===== src/hdl/aac_pkg.sv =====
`default_nettype none
package aac_pkg;

    // Field widths
    localparam int SAMPLE_W   = 12;
    localparam int CHAN_W     = 2;
    localparam int HUND_W     = 24;
    localparam int MEAN_W     = 16;
    localparam int CFG_W      = 32;
    localparam int CFG_IDX_W  = 3;
    localparam int NUM_CAL_CH = 4;

    // Parameter defaults
    localparam int AVG_LOG2_DEF = 10;
    localparam int CHANNELS_DEF = 4;

    // Front-to-back queue depth
    localparam int QUEUE_DEPTH = 2;

    // Calibration register indexes
    localparam logic [CFG_IDX_W-1:0] REG_OFFSET_CH0 = 3'd0;
    localparam logic [CFG_IDX_W-1:0] REG_OFFSET_CH1 = 3'd1;
    localparam logic [CFG_IDX_W-1:0] REG_OFFSET_CH2 = 3'd2;
    localparam logic [CFG_IDX_W-1:0] REG_OFFSET_CH3 = 3'd3;
    localparam logic [CFG_IDX_W-1:0] REG_GAIN_CH0   = 3'd4;
    localparam logic [CFG_IDX_W-1:0] REG_GAIN_CH1   = 3'd5;
    localparam logic [CFG_IDX_W-1:0] REG_GAIN_CH2   = 3'd6;
    localparam logic [CFG_IDX_W-1:0] REG_GAIN_CH3   = 3'd7;

    // Reset values: zero offset, unity gain (Q16.16)
    localparam logic signed [CFG_W-1:0] OFFSET_RST = 32'sd0;
    localparam logic signed [CFG_W-1:0] GAIN_RST   = 32'sd65536;

    // Mean to volts: v = mean * 20 - 10.0 V in Q16.16
    localparam logic signed [21:0] VOLT_SCALE  = 22'sd20;
    localparam logic signed [21:0] VOLT_OFFSET = 22'sd655360;

    // Output saturation bounds
    localparam logic signed [HUND_W-1:0] HUND_MAX = 24'sh7FFFFF;
    localparam logic signed [HUND_W-1:0] HUND_MIN = 24'sh800000;

    // One finished average handed from front to back
    typedef struct packed {
        logic [CHAN_W-1:0] chan;
        logic [MEAN_W-1:0] mean;
    } t_avg;

    // Queue status seen by both sides
    typedef struct packed {
        logic full;
        logic empty;
    } t_q_stat;

endpackage
`default_nettype wire


===== src/hdl/aac_if.sv =====
`default_nettype none
// Raw conversion channel
interface aac_sample_if;
    logic                          valid;
    logic                          ready;
    logic [aac_pkg::SAMPLE_W-1:0]  sample;

    modport source (output valid, output sample, input ready);
    modport sink   (input valid, input sample, output ready);
endinterface

// Calibrated result channel
interface aac_result_if;
    logic                               valid;
    logic                               ready;
    logic [aac_pkg::CHAN_W-1:0]         chan;
    logic signed [aac_pkg::HUND_W-1:0]  hundredths;

    modport source (output valid, output chan, output hundredths, input ready);
    modport sink   (input valid, input chan, input hundredths, output ready);
endinterface
`default_nettype wire


===== src/hdl/adc_average_calibrate.sv =====
`default_nettype none
// Channel   Dir  Beat contents
// i_in      in   sample[11:0]: one raw conversion of the current channel
// o_out     out  chan[1:0], hundredths[23:0]: calibrated average in 0.01 V
// i_cfg_*   in   write enable, register index [2:0], data [31:0]
//
// Samples are taken one per cycle while i_in.ready is high; every 2^AVG_LOG2 beats yield one average.
// Each average passes in order through the calibration sequencer steps (offset subtract,
// split gain multiply, partial-product sum, x100 scale, round and saturate).
// Synchronous reset clears the accumulator, count, channel and queue, and sets
// offsets to 0 and gains to 1.0. i_in.ready drops only while the two-entry
// queue between accumulator and sequencer is full; a waiting result stalls
// the sequencer but not the accumulator.
module adc_average_calibrate #(
    parameter int AVG_LOG2 = aac_pkg::AVG_LOG2_DEF,
    parameter int CHANNELS = aac_pkg::CHANNELS_DEF
) (
    input  wire logic                            i_clk,
    input  wire logic                            i_rst_n,
    aac_sample_if.sink                           i_in,
    aac_result_if.source                         o_out,
    input  wire logic                            i_cfg_we,
    input  wire logic [aac_pkg::CFG_IDX_W-1:0]   i_cfg_idx,
    input  wire logic [aac_pkg::CFG_W-1:0]       i_cfg_data
);

    logic                w_push;
    aac_pkg::t_avg       w_push_data;
    logic                w_pop;
    aac_pkg::t_avg       w_pop_data;
    aac_pkg::t_q_stat    w_q_stat;

    // Accumulator front
    aac_front #(
        .AVG_LOG2 (AVG_LOG2),
        .CHANNELS (CHANNELS)
    ) u_front (
        .i_clk       (i_clk),
        .i_rst_n     (i_rst_n),
        .i_in        (i_in),
        .i_q_stat    (w_q_stat),
        .o_push      (w_push),
        .o_push_data (w_push_data)
    );

    // Decoupling queue
    aac_queue u_queue (
        .i_clk       (i_clk),
        .i_rst_n     (i_rst_n),
        .i_push      (w_push),
        .i_push_data (w_push_data),
        .i_pop       (w_pop),
        .o_pop_data  (w_pop_data),
        .o_stat      (w_q_stat)
    );

    // Calibration back end
    aac_back u_back (
        .i_clk      (i_clk),
        .i_rst_n    (i_rst_n),
        .i_cfg_we   (i_cfg_we),
        .i_cfg_idx  (i_cfg_idx),
        .i_cfg_data (i_cfg_data),
        .i_q_stat   (w_q_stat),
        .i_pop_data (w_pop_data),
        .o_pop      (w_pop),
        .o_out      (o_out)
    );

endmodule
`default_nettype wire


===== src/hdl/aac_front.sv =====
`default_nettype none
module aac_front #(
    parameter int AVG_LOG2 = aac_pkg::AVG_LOG2_DEF,
    parameter int CHANNELS = aac_pkg::CHANNELS_DEF
) (
    input  wire logic            i_clk,
    input  wire logic            i_rst_n,
    aac_sample_if.sink           i_in,
    input  wire aac_pkg::t_q_stat i_q_stat,
    output logic                 o_push,
    output aac_pkg::t_avg        o_push_data
);

    localparam int ACC_W      = aac_pkg::SAMPLE_W + AVG_LOG2;
    localparam int MEAN_SHIFT = AVG_LOG2 - 4;

    logic [ACC_W-1:0]            r_acc, n_acc;
    logic [AVG_LOG2-1:0]         r_cnt, n_cnt;
    logic [aac_pkg::CHAN_W-1:0]  r_ch, n_ch;

    logic                        w_accept;
    logic                        w_last;
    logic [ACC_W-1:0]            w_sum;

    // Take a beat whenever the queue has room
    assign i_in.ready = !i_q_stat.full;
    assign w_accept   = i_in.valid && i_in.ready;
    assign w_last     = &r_cnt;
    assign w_sum      = r_acc + ACC_W'(i_in.sample);

    // Finished average goes to the queue on the last beat
    assign o_push           = w_accept && w_last;
    assign o_push_data.chan = r_ch;
    assign o_push_data.mean = w_sum[MEAN_SHIFT +: aac_pkg::MEAN_W];

    // Accumulate, count, advance channel round-robin
    always_comb begin
        n_acc = r_acc;
        n_cnt = r_cnt;
        n_ch  = r_ch;
        if (w_accept) begin
            if (w_last) begin
                n_acc = '0;
                n_cnt = '0;
                n_ch  = (r_ch == aac_pkg::CHAN_W'(CHANNELS - 1)) ? '0 : r_ch + 1'b1;
            end else begin
                n_acc = w_sum;
                n_cnt = r_cnt + 1'b1;
            end
        end
    end

    always_ff @(posedge i_clk) begin
        if (!i_rst_n) begin
            r_acc <= '0;
            r_cnt <= '0;
            r_ch  <= '0;
        end else begin
            r_acc <= n_acc;
            r_cnt <= n_cnt;
            r_ch  <= n_ch;
        end
    end

endmodule
`default_nettype wire


===== src/hdl/aac_queue.sv =====
`default_nettype none
module aac_queue (
    input  wire logic            i_clk,
    input  wire logic            i_rst_n,
    input  wire logic            i_push,
    input  wire aac_pkg::t_avg   i_push_data,
    input  wire logic            i_pop,
    output aac_pkg::t_avg        o_pop_data,
    output aac_pkg::t_q_stat     o_stat
);

    localparam int DEPTH = aac_pkg::QUEUE_DEPTH;
    localparam int PTR_W = (DEPTH > 1) ? $clog2(DEPTH) : 1;
    localparam int CNT_W = $clog2(DEPTH + 1);

    aac_pkg::t_avg       r_mem [DEPTH];
    logic [PTR_W-1:0]    r_wr, r_rd;
    logic [CNT_W-1:0]    r_cnt;

    logic                w_push, w_pop;

    assign o_stat.full  = (r_cnt == CNT_W'(DEPTH));
    assign o_stat.empty = (r_cnt == '0);
    assign w_push       = i_push && !o_stat.full;
    assign w_pop        = i_pop && !o_stat.empty;
    assign o_pop_data   = r_mem[r_rd];

    // Entry storage
    always_ff @(posedge i_clk) begin
        if (w_push) begin
            r_mem[r_wr] <= i_push_data;
        end
    end

    // Pointers and fill count
    always_ff @(posedge i_clk) begin
        if (!i_rst_n) begin
            r_wr  <= '0;
            r_rd  <= '0;
            r_cnt <= '0;
        end else begin
            if (w_push) begin
                r_wr <= (r_wr == PTR_W'(DEPTH - 1)) ? '0 : r_wr + 1'b1;
            end
            if (w_pop) begin
                r_rd <= (r_rd == PTR_W'(DEPTH - 1)) ? '0 : r_rd + 1'b1;
            end
            if (w_push && !w_pop) begin
                r_cnt <= r_cnt + 1'b1;
            end else if (w_pop && !w_push) begin
                r_cnt <= r_cnt - 1'b1;
            end
        end
    end

endmodule
`default_nettype wire


===== src/hdl/aac_back.sv =====
`default_nettype none
module aac_back (
    input  wire logic                            i_clk,
    input  wire logic                            i_rst_n,
    input  wire logic                            i_cfg_we,
    input  wire logic [aac_pkg::CFG_IDX_W-1:0]   i_cfg_idx,
    input  wire logic [aac_pkg::CFG_W-1:0]       i_cfg_data,
    input  wire aac_pkg::t_q_stat                i_q_stat,
    input  wire aac_pkg::t_avg                   i_pop_data,
    output logic                                 o_pop,
    aac_result_if.source                         o_out
);

    typedef enum logic [2:0] {
        ST_IDLE,
        ST_MUL,
        ST_SUM,
        ST_SCALE,
        ST_ROUND
    } t_state;

    t_state                              r_state;

    logic signed [aac_pkg::CFG_W-1:0]    r_offset [aac_pkg::NUM_CAL_CH];
    logic signed [aac_pkg::CFG_W-1:0]    r_gain   [aac_pkg::NUM_CAL_CH];

    logic [aac_pkg::CHAN_W-1:0]          r_ch;
    logic signed [32:0]                  r_d;
    logic signed [48:0]                  r_pp_hi;
    logic signed [49:0]                  r_pp_lo;
    logic signed [63:0]                  r_p;
    logic signed [70:0]                  r_s;

    logic                                r_out_valid;
    logic [aac_pkg::CHAN_W-1:0]          r_out_chan;
    logic signed [aac_pkg::HUND_W-1:0]   r_out_hund;

    logic signed [21:0]                  w_v;
    logic signed [32:0]                  w_d;
    logic signed [aac_pkg::CFG_W-1:0]    w_offset_sel;
    logic signed [aac_pkg::CFG_W-1:0]    w_gain;
    logic signed [64:0]                  w_p_full;
    logic signed [38:0]                  w_floor;
    logic signed [38:0]                  w_q;
    logic signed [aac_pkg::HUND_W-1:0]   w_sat;
    logic                                w_out_free;

    // Calibration register writes
    always_ff @(posedge i_clk) begin
        if (!i_rst_n) begin
            for (int i = 0; i < aac_pkg::NUM_CAL_CH; i++) begin
                r_offset[i] <= aac_pkg::OFFSET_RST;
                r_gain[i]   <= aac_pkg::GAIN_RST;
            end
        end else if (i_cfg_we) begin
            case (i_cfg_idx)
                aac_pkg::REG_OFFSET_CH0: r_offset[0] <= i_cfg_data;
                aac_pkg::REG_OFFSET_CH1: r_offset[1] <= i_cfg_data;
                aac_pkg::REG_OFFSET_CH2: r_offset[2] <= i_cfg_data;
                aac_pkg::REG_OFFSET_CH3: r_offset[3] <= i_cfg_data;
                aac_pkg::REG_GAIN_CH0:   r_gain[0]   <= i_cfg_data;
                aac_pkg::REG_GAIN_CH1:   r_gain[1]   <= i_cfg_data;
                aac_pkg::REG_GAIN_CH2:   r_gain[2]   <= i_cfg_data;
                aac_pkg::REG_GAIN_CH3:   r_gain[3]   <= i_cfg_data;
                default: ;
            endcase
        end
    end

    // Mean to Q16.16 volts, minus channel offset
    assign w_offset_sel = r_offset[i_pop_data.chan];
    assign w_v = $signed({6'b0, i_pop_data.mean}) * aac_pkg::VOLT_SCALE
                 - aac_pkg::VOLT_OFFSET;
    assign w_d = {{11{w_v[21]}}, w_v} - {w_offset_sel[31], w_offset_sel};

    // Gain split in signed high and unsigned low halves
    assign w_gain   = r_gain[r_ch];
    assign w_p_full = {r_pp_hi, 16'b0} + {{15{r_pp_lo[49]}}, r_pp_lo};

    // Floor of scaled value, then step toward zero for negatives with a fraction
    assign w_floor = r_s[70:32];
    assign w_q     = w_floor + {38'b0, (r_s[70] && (|r_s[31:0]))};

    // Saturate to the output range
    always_comb begin
        if (w_q > $signed({{15{aac_pkg::HUND_MAX[23]}}, aac_pkg::HUND_MAX})) begin
            w_sat = aac_pkg::HUND_MAX;
        end else if (w_q < $signed({{15{aac_pkg::HUND_MIN[23]}}, aac_pkg::HUND_MIN})) begin
            w_sat = aac_pkg::HUND_MIN;
        end else begin
            w_sat = w_q[aac_pkg::HUND_W-1:0];
        end
    end

    assign w_out_free = !r_out_valid || o_out.ready;
    assign o_pop      = (r_state == ST_IDLE) && !i_q_stat.empty;

    assign o_out.valid      = r_out_valid;
    assign o_out.chan       = r_out_chan;
    assign o_out.hundredths = r_out_hund;

    // Calibration sequencer and output register
    always_ff @(posedge i_clk) begin
        if (!i_rst_n) begin
            r_state     <= ST_IDLE;
            r_out_valid <= 1'b0;
        end else begin
            // Result beat loads on the last step, drops once taken
            if ((r_state == ST_ROUND) && w_out_free) begin
                r_out_valid <= 1'b1;
            end else if (o_out.ready) begin
                r_out_valid <= 1'b0;
            end
            case (r_state)
                ST_IDLE: begin
                    if (!i_q_stat.empty) begin
                        r_ch    <= i_pop_data.chan;
                        r_d     <= w_d;
                        r_state <= ST_MUL;
                    end
                end
                ST_MUL: begin
                    r_pp_hi <= r_d * $signed(w_gain[31:16]);
                    r_pp_lo <= r_d * $signed({1'b0, w_gain[15:0]});
                    r_state <= ST_SUM;
                end
                ST_SUM: begin
                    r_p     <= w_p_full[63:0];
                    r_state <= ST_SCALE;
                end
                ST_SCALE: begin
                    // x*100 + 0.5 in Q32.32
                    r_s     <= {{7{r_p[63]}}, r_p} * 71'sd100 + 71'sd2147483648;
                    r_state <= ST_ROUND;
                end
                ST_ROUND: begin
                    if (w_out_free) begin
                        r_out_chan  <= r_ch;
                        r_out_hund  <= w_sat;
                        r_state     <= ST_IDLE;
                    end
                end
                default: begin
                    r_state <= ST_IDLE;
                end
            endcase
        end
    end

endmodule
`default_nettype wire

===== src/flat_wrapper.sv =====
// flat-port wrapper written by rule: the top's interface ports become plain ports
module adc_average_calibrate_flat 
#(
    parameter int AVG_LOG2 = aac_pkg::AVG_LOG2_DEF,
    parameter int CHANNELS = aac_pkg::CHANNELS_DEF
)
  (i_clk, i_rst_n, i_cfg_we, i_cfg_idx, i_cfg_data, i_in_valid, i_in_sample, i_in_ready, o_out_valid, o_out_chan, o_out_hundredths, o_out_ready);
  aac_sample_if i_in_i ();
  aac_result_if o_out_i ();
  input  wire logic i_clk;
  input  wire logic i_rst_n;
  input  wire logic i_cfg_we;
  input  wire logic [aac_pkg::CFG_IDX_W-1:0] i_cfg_idx;
  input  wire logic [aac_pkg::CFG_W-1:0] i_cfg_data;
  input wire logic [$bits(i_in_i.valid)-1:0] i_in_valid;
  input wire logic [$bits(i_in_i.sample)-1:0] i_in_sample;
  output wire logic [$bits(i_in_i.ready)-1:0] i_in_ready;
  output wire logic [$bits(o_out_i.valid)-1:0] o_out_valid;
  output wire logic [$bits(o_out_i.chan)-1:0] o_out_chan;
  output wire logic [$bits(o_out_i.hundredths)-1:0] o_out_hundredths;
  input wire logic [$bits(o_out_i.ready)-1:0] o_out_ready;
  assign i_in_i.valid = i_in_valid;
  assign i_in_i.sample = i_in_sample;
  assign i_in_ready = i_in_i.ready;
  assign o_out_valid = o_out_i.valid;
  assign o_out_chan = o_out_i.chan;
  assign o_out_hundredths = o_out_i.hundredths;
  assign o_out_i.ready = o_out_ready;
  adc_average_calibrate #(.AVG_LOG2(AVG_LOG2), .CHANNELS(CHANNELS)) u_core (.i_clk(i_clk), .i_rst_n(i_rst_n), .i_in(i_in_i), .o_out(o_out_i), .i_cfg_we(i_cfg_we), .i_cfg_idx(i_cfg_idx), .i_cfg_data(i_cfg_data));
endmodule

===== config.mk =====
export PLATFORM = sky130hd
export DESIGN_NAME = adc_average_calibrate_flat
export DESIGN_NICKNAME = d
export VERILOG_FILES = /design/src/hdl/aac_pkg.sv /design/src/hdl/aac_if.sv /design/src/hdl/adc_average_calibrate.sv /design/src/hdl/aac_front.sv /design/src/hdl/aac_queue.sv /design/src/hdl/aac_back.sv /design/src/flat_wrapper.sv
export SDC_FILE = /design/constraint.sdc
export NUM_CORES = 2
export LEC_CHECK = 0
export BUFFER_PORTS_ARGS = -buffer_cell sky130_fd_sc_hd__buf_2
export CORE_MARGIN = 4
export CORE_UTILIZATION = 25
export CTS_CLUSTER_DIAMETER = 120
export DETAILED_ROUTE_END_ITERATION = 10
export PLACE_DENSITY = 0.4
export SYNTH_ARGS = -nofsm -noshare
export SYNTH_HDL_FRONTEND = slang
export SYNTH_SLANG_ARGS = --single-unit

===== constraint.sdc =====
create_clock -name i_clk -period 16.8 [get_ports i_clk]
set_clock_uncertainty 0.1 [all_clocks]
set_input_delay 1.68 -clock i_clk [delete_from_list [all_inputs] [get_ports i_clk]]
set_output_delay 1.68 -clock i_clk [all_outputs]
set_load 0.02 [all_outputs]

### Word level (Yosys, flattened, before mapping)

Memories as Yosys holds them, arrays and structs flattened. A register that Yosys moved wholly into a read port is not among the register bits.
Cells that the tools add are included.

| word-level totals | value |
|---|---|
| flip-flop bits (word level) | 336 |
| bits in writable memories | 292 |
| input bits | 52 |
| output and inout port bits | 28 |
| word-level logic and storage cells | 149 |
| memories kept | 3 |

Memory list:

| name | depth | bits a word | read ports | clocked after memory_dff | wr ports | RTL line | source |
|---|---|---|---|---|---|---|---|
| u_core.u_back.r_gain | 4 | 32 | 1 | 1 | 4 | aac_back.sv:25 | `logic signed [aac_pkg::CFG_W-1:0] r_gain [aac_pkg::NUM_CAL_CH];` |
| u_core.u_back.r_offset | 4 | 32 | 1 | 0 | 4 | aac_back.sv:24 | `logic signed [aac_pkg::CFG_W-1:0] r_offset [aac_pkg::NUM_CAL_CH];` |
| u_core.u_queue.r_mem | 2 | 18 | 1 | 1 | 1 | aac_queue.sv:16 | `aac_pkg::t_avg r_mem [DEPTH];` |

| cells by class | value |
|---|---|
| add/sub/neg operators | 12 |
| multiply operators | 4 |
| magnitude comparators | 2 |
| equal/unequal tests | 15 |
| mux-type cells | 59 |
| bitwise operators | 9 |
| reduce and logical (&&, ||, !) cells | 29 |

Operators by type and width:

| operator | count |
|---|---|
| $mux W32 | 8 |
| $add A71 B32 Y71 const B | 1 |
| $mul A71 B5 Y69 const B | 1 |
| $add A64 B64 Y64 | 1 |
| $mul A33 B17 Y50 | 1 |
| $mul A33 B16 Y48 | 1 |
| $mux W1 | 41 |
| $add A39 B1 Y39 | 1 |
| $gt A39 B24 Y1 const B | 1 |
| $lt A39 B24 Y1 const B | 1 |
| $sub A22 B32 Y33 | 1 |
| $reduce_or A32 Y1 | 1 |
| $mux W24 | 1 |
| $add A22 B12 Y22 | 1 |
| $mux W22 | 1 |
| $sub A21 B20 Y22 const B | 1 |
| $mul A16 B3 Y19 const B | 1 |
| $eq A3 B3 Y1 const B | 5 |
| $pmux W3 S5 | 1 |
| $eq A3 B2 Y1 const B | 4 |
| $reduce_and A11 Y1 | 1 |
| $add A10 B1 Y10 const B | 1 |
| $mux W10 | 1 |
| $reduce_and A10 Y1 | 1 |
| other kinds (18) | 52 |

### Depth between registers and ports, before layout

| logic depth | value |
|---|---|
| word-level depth | 9 |
| mapped depth | 32 |
| depth with buffers taken out | 28 |

### By module

A second synthesis with hierarchy kept.

| unflattened totals | value |
|---|---|
| cell total of the unflattened synthesis | 7658 |
| area, all modules | 75493.7 µm² |

By module, submodules not included:

| module | times used | cells each | area an instance (µm²) | sequential area each (µm²) |
|---|---|---|---|---|
| aac_back | 1 | 7311 | 71727.5 | 16575.9 |
| aac_front | 1 | 266 | 2235.9 | 680.7 |
| aac_queue | 1 | 81 | 1530.2 | 1181.1 |

### Worst setup path before layout

OpenSTA, ideal clock, no wires.

| timing | value |
|---|---|
| path type | register to register |
| from | register (tool-made name) |
| to | register u_core.u_back.r_pp_hi[46] (data pin) |
| setup time | 0.262 ns |
| data arrival time | 8.074 ns |
| required time | 16.438 ns |
| slack | 8.364 ns |
| stages on the path, launching flop included | 29 |
| buffers on the path | 3 |
| clock period less this slack | 8.436 ns |
| path through | dfxtp_1 clkbuf_1 buf_1 mux4_2 clkbuf_1 and2_1 fa_1 inv_1 fa_1 fa_1 fa_1 inv_1 fa_1 inv_1 fa_1 inv_1 ha_1 a21o_1 nor4bb_1 o21a_1 o21ai_0 o21ai_1 o21ai_0 a221oi_1 o211a_1 a311oi_1 a221oi_1 o21ai_1 xor2_1 |

RTL lines:

| item | RTL line | source |
|---|---|---|
| end signal, assigned | aac_back.sv:123 | `r_pp_hi <= r_d * $signed(w_gain[31:16]);` |
| end, declared | aac_back.sv:29 | `logic signed [48:0] r_pp_hi;` |

==> parameters.txt <==
Parameter                              Value

Floorplan
  Top-Level Pins ... 80
  Row count ... 200
  Total Die Area ... between 300,000 and 400,000 µm²
  Area of the core ... about 300,000 µm²
  Starting utilization of the core area ... 0.252
  Overall die width ... approximately 560 µm
  Vertical die dimension ... between 500 and 600 µm

Global routing
  Maximum number of pins on one net before global-route repair ... 64
  GRT Total Usage ... 0.138
  Number of global-route vias before repair ... roughly 55,000
  Final global-route overflow total ... 0
  Initial antenna violation count ... 11
  Global-route wire length before repair ... 331 mm

STA
  Portion of the clock cycle consumed by the worst path in the final layout ... 0.556
  Fmax ... between 100 and 150 MHz
  Number of slew-limit violations in the final report ... 0
  Clock period minus worst slack ... roughly 9.3 ns
  Final Hold Vio Count ... 0
  Least-Margin Pin Slew ... 1.12 ns
  Unrepaired setup endpoints after global routing ... no
  Total Negative Setup Slacks ... 0 ns
  Final Setup Violations ... 0
  Slew Limit Headroom ... 0.250

Layout
  Filler cell count ... 31,575
  Proportion of layout cells with a drive suffix above 1 ... 0.0548
  Finished layout cell area ... a little over 80,000 µm²
  Core utilization of the finished layout ... 0.277
  Number of nets in the layout ... about 9,200
  Final std cells w/o fill ... ~12,000
  Area added between synthesis and finish ... 10.2%

Clock network
  Clock tree from TritonCTS ... built
  TritonCTS Sinks ... between 600 and 700
  CTS clock-pin slew for the worst setup and hold paths ... about 0.060 ns
  Clk buf depth ... 3
  Number of buffers inserted during clock tree synthesis ... 80
  Post-CTS sizing ... 0
  Hold buffers post-CTS ... 0
  Latest clock arrival within the worst-skew pair ... around 0.70 ns
  H-tree levels ... 3
  Setup repair bufs after CTS ... 0
  Root buffer cell ... sky130_fd_sc_hd__clkbuf_16

Synthesis
  Nets in the synthesized netlist ... 9,275
  Post-synth EDFFs ... roughly 580
  Cells after synthesis ... 7,609
  Number of warnings issued by yosys ... 0
  Sequential share of the synthesized area ... 0.246
  Fraction of synthesis flops using an asynchronous set or reset pin ... 0
  Most instantiated flip-flop cell in the synthesis netlist ... sky130_fd_sc_hd__edfxtp_1
  Yosys cell types ... 93
  Mean area per synthesized cell ... around 10 µm²
  Synthesis-stage register bit count ... 629
  Netlist area before placement ... about 75,000 µm²

Placement
  Placer congestion estimate ... a little over 0.8
  Detail Placement HPWL ... between 150 and 200 mm
  Placed instance area ... approximately 80,000 µm²
  Dpl cells ... approximately 11,000
  Input/output buffers ... ~80

Hold path
  Depth of the worst hold-timing path ... 0
  HP Class ... register to register

Route
  Average wire length per cell after detail routing ... approximately 18 µm
  Residual DRC ... 0
  TritonRoute pass-1 iters ... 5
  DR vias ... between 50,000 and 60,000
  Initial DRC Count ... roughly 2,700
  Via/cell ratio ... around 4.4
  Count of antenna-violating nets left after detailed routing ... 0
  Total routed wirelength ... roughly 210 mm

Critical path
  Kind of capture point of the worst setup path ... register
  Critical path type ... register to register
  Data required time of the worst path ... 17.15 ns
  CP Max Fanout ... 33
  Most common cell on crit path ... sky130_fd_sc_hd__fa_1
  Worst reg2reg path depth ... 27
  Slowest cell on the critical path ... sky130_fd_sc_hd__mux4_2
  Startpoint Class ... register
  Max stage delay on crit path ... around 0.91 ns
  Arrival time worst endpoint ... 9.69 ns

Job
  Max-cap violations ... 0

Outcome
  Outcome ... completed
## final cells by class
type,instances,area [µm²],area share
Tap cell,3939,4930,0.0598
Multi-Input combinational cell,5031,49200,0.596
Timing Repair Buffer,163,1030,0.0124
Clock inverter,46,582,0.00706
Inverter,1651,6200,0.0752
Sequential cell,629,18400,0.224
Antenna cell,7,17.5,0.000212
Clock buffer,101,2100,0.0255
## critical path, delay by kind of cell, from the launching register on
kind	cells	cell delay, ns
buffers and inverters	6	0.93
xor gates and xnor gates	1	0.15
adders and majority gates	7	3.43
muxes	1	0.91
and+or+nand+nor	2	0.66
AOI/OAI and AO/OA	10	2.46
DFF	1	0.33
## cells by family (layout without fill, tap and decap cells)
group	Yosys count	after routing	synth area share
mux	88	88	0.0223
xor+xnor	337	337	0.0396
compound gates	850	850	0.0731
simple gates	2142	2142	0.144
fa+ha+maj	1614	1614	0.377
other cells	0	7	0
flops	629	629	0.246
buf+inv	1949	1961	0.0981
## placed cells by master (no fill, tap or decap), types with 79 or more instances in the layout
cell,netlist,final
sky130_fd_sc_hd__xnor2_1,210,210
sky130_fd_sc_hd__inv_1,1650,1650
sky130_fd_sc_hd__and2_1,685,685
sky130_fd_sc_hd__fa_1,1064,1064
sky130_fd_sc_hd__ha_1,550,550
sky130_fd_sc_hd__clkbuf_16,0,80
sky130_fd_sc_hd__a21o_1,142,142
sky130_fd_sc_hd__o21ai_0,162,156
sky130_fd_sc_hd__nor2_1,220,219
sky130_fd_sc_hd__buf_4,0,84
sky130_fd_sc_hd__nand2_1,822,822
sky130_fd_sc_hd__a21oi_1,233,233
sky130_fd_sc_hd__nand3_1,85,85
sky130_fd_sc_hd__buf_2,8,79
sky130_fd_sc_hd__edfxtp_1,584,584
sky130_fd_sc_hd__xor2_1,126,126
## final timing paths
path | startpoint | endpoint | slack (ns)
worst max-delay path | register | u_core.u_back.r_pp_hi[46] | 7.46
worst min-delay path | u_core.u_back.r_pp_lo[5] | u_core.u_back.r_p[5] | 0.32
worst max register to register | register | u_core.u_back.r_pp_hi[46] | 7.46
worst min register to register | u_core.u_back.r_pp_lo[5] | u_core.u_back.r_p[5] | 0.32
## cell usage after synthesis, types with 19 or more instances
master                        n  share of area
sky130_fd_sc_hd__nand4_1     61         0.0051
sky130_fd_sc_hd__o21ai_0    162          0.011
sky130_fd_sc_hd__o21ai_1     24         0.0016
sky130_fd_sc_hd__xnor2_1    210          0.025
sky130_fd_sc_hd__nor2_1     220          0.011
sky130_fd_sc_hd__nand3_1     85         0.0057
sky130_fd_sc_hd__o21a_1      43         0.0043
sky130_fd_sc_hd__ha_1       550          0.092
sky130_fd_sc_hd__fa_1      1064           0.28
sky130_fd_sc_hd__nand2_1    822          0.041
sky130_fd_sc_hd__a31oi_1     29         0.0024
sky130_fd_sc_hd__a21o_1     142          0.014
sky130_fd_sc_hd__mux2_2      19         0.0029
sky130_fd_sc_hd__nand2b_1    36         0.0030
sky130_fd_sc_hd__mux4_2      61          0.018
sky130_fd_sc_hd__nor2b_1     47         0.0039
sky130_fd_sc_hd__xor2_1     126          0.015
sky130_fd_sc_hd__nor4_1      24         0.0020
sky130_fd_sc_hd__edfxtp_1   584           0.23
sky130_fd_sc_hd__a211oi_1    20         0.0020
sky130_fd_sc_hd__o31ai_1     19         0.0019
sky130_fd_sc_hd__a21oi_1    233          0.016
sky130_fd_sc_hd__and2_1     685          0.057
sky130_fd_sc_hd__o21bai_1    28         0.0028
sky130_fd_sc_hd__and3_1      34         0.0028
sky130_fd_sc_hd__clkbuf_1   283          0.014
sky130_fd_sc_hd__nor3_1      53         0.0035
sky130_fd_sc_hd__inv_1     1650          0.083
sky130_fd_sc_hd__dfxtp_1     45          0.012
## flip-flops by register name, summed over array words and instances (netlist names), 33 cells and up, named ones only
name	cells
u_core.u_back.r_gain	128
u_core.u_back.r_offset	128
u_core.u_back.r_s	69
u_core.u_back.r_p	64
u_core.u_back.r_pp_lo	50
u_core.u_back.r_pp_hi	48
u_core.u_queue.r_mem	36
u_core.u_back.r_d	33
## routing by layer
metal | global-route usage | part of all wire | up-vias
li1 | - | - | 23861
met1 | 0.187 | 0.47 | 25825
met2 | 0.237 | 0.48 | 782
met3 | 0.0161 | 0.034 | 210
met4 | 0.0266 | 0.019 | 4
met5 | 0 | 0.00013 | -
## per-stage QoR
stage	hold WS [ns]	worst slack, ns
global placement	0.306	7.44
finish	0.316	7.46
global route	0.335	6.95
CTS	0.319	7.41
detailed placement	0.306	7.40
floorplan	0.300	8.36
Power is not shown: default switching activity piles up to over one toggle a cycle in this logic, so the estimate is an artifact.
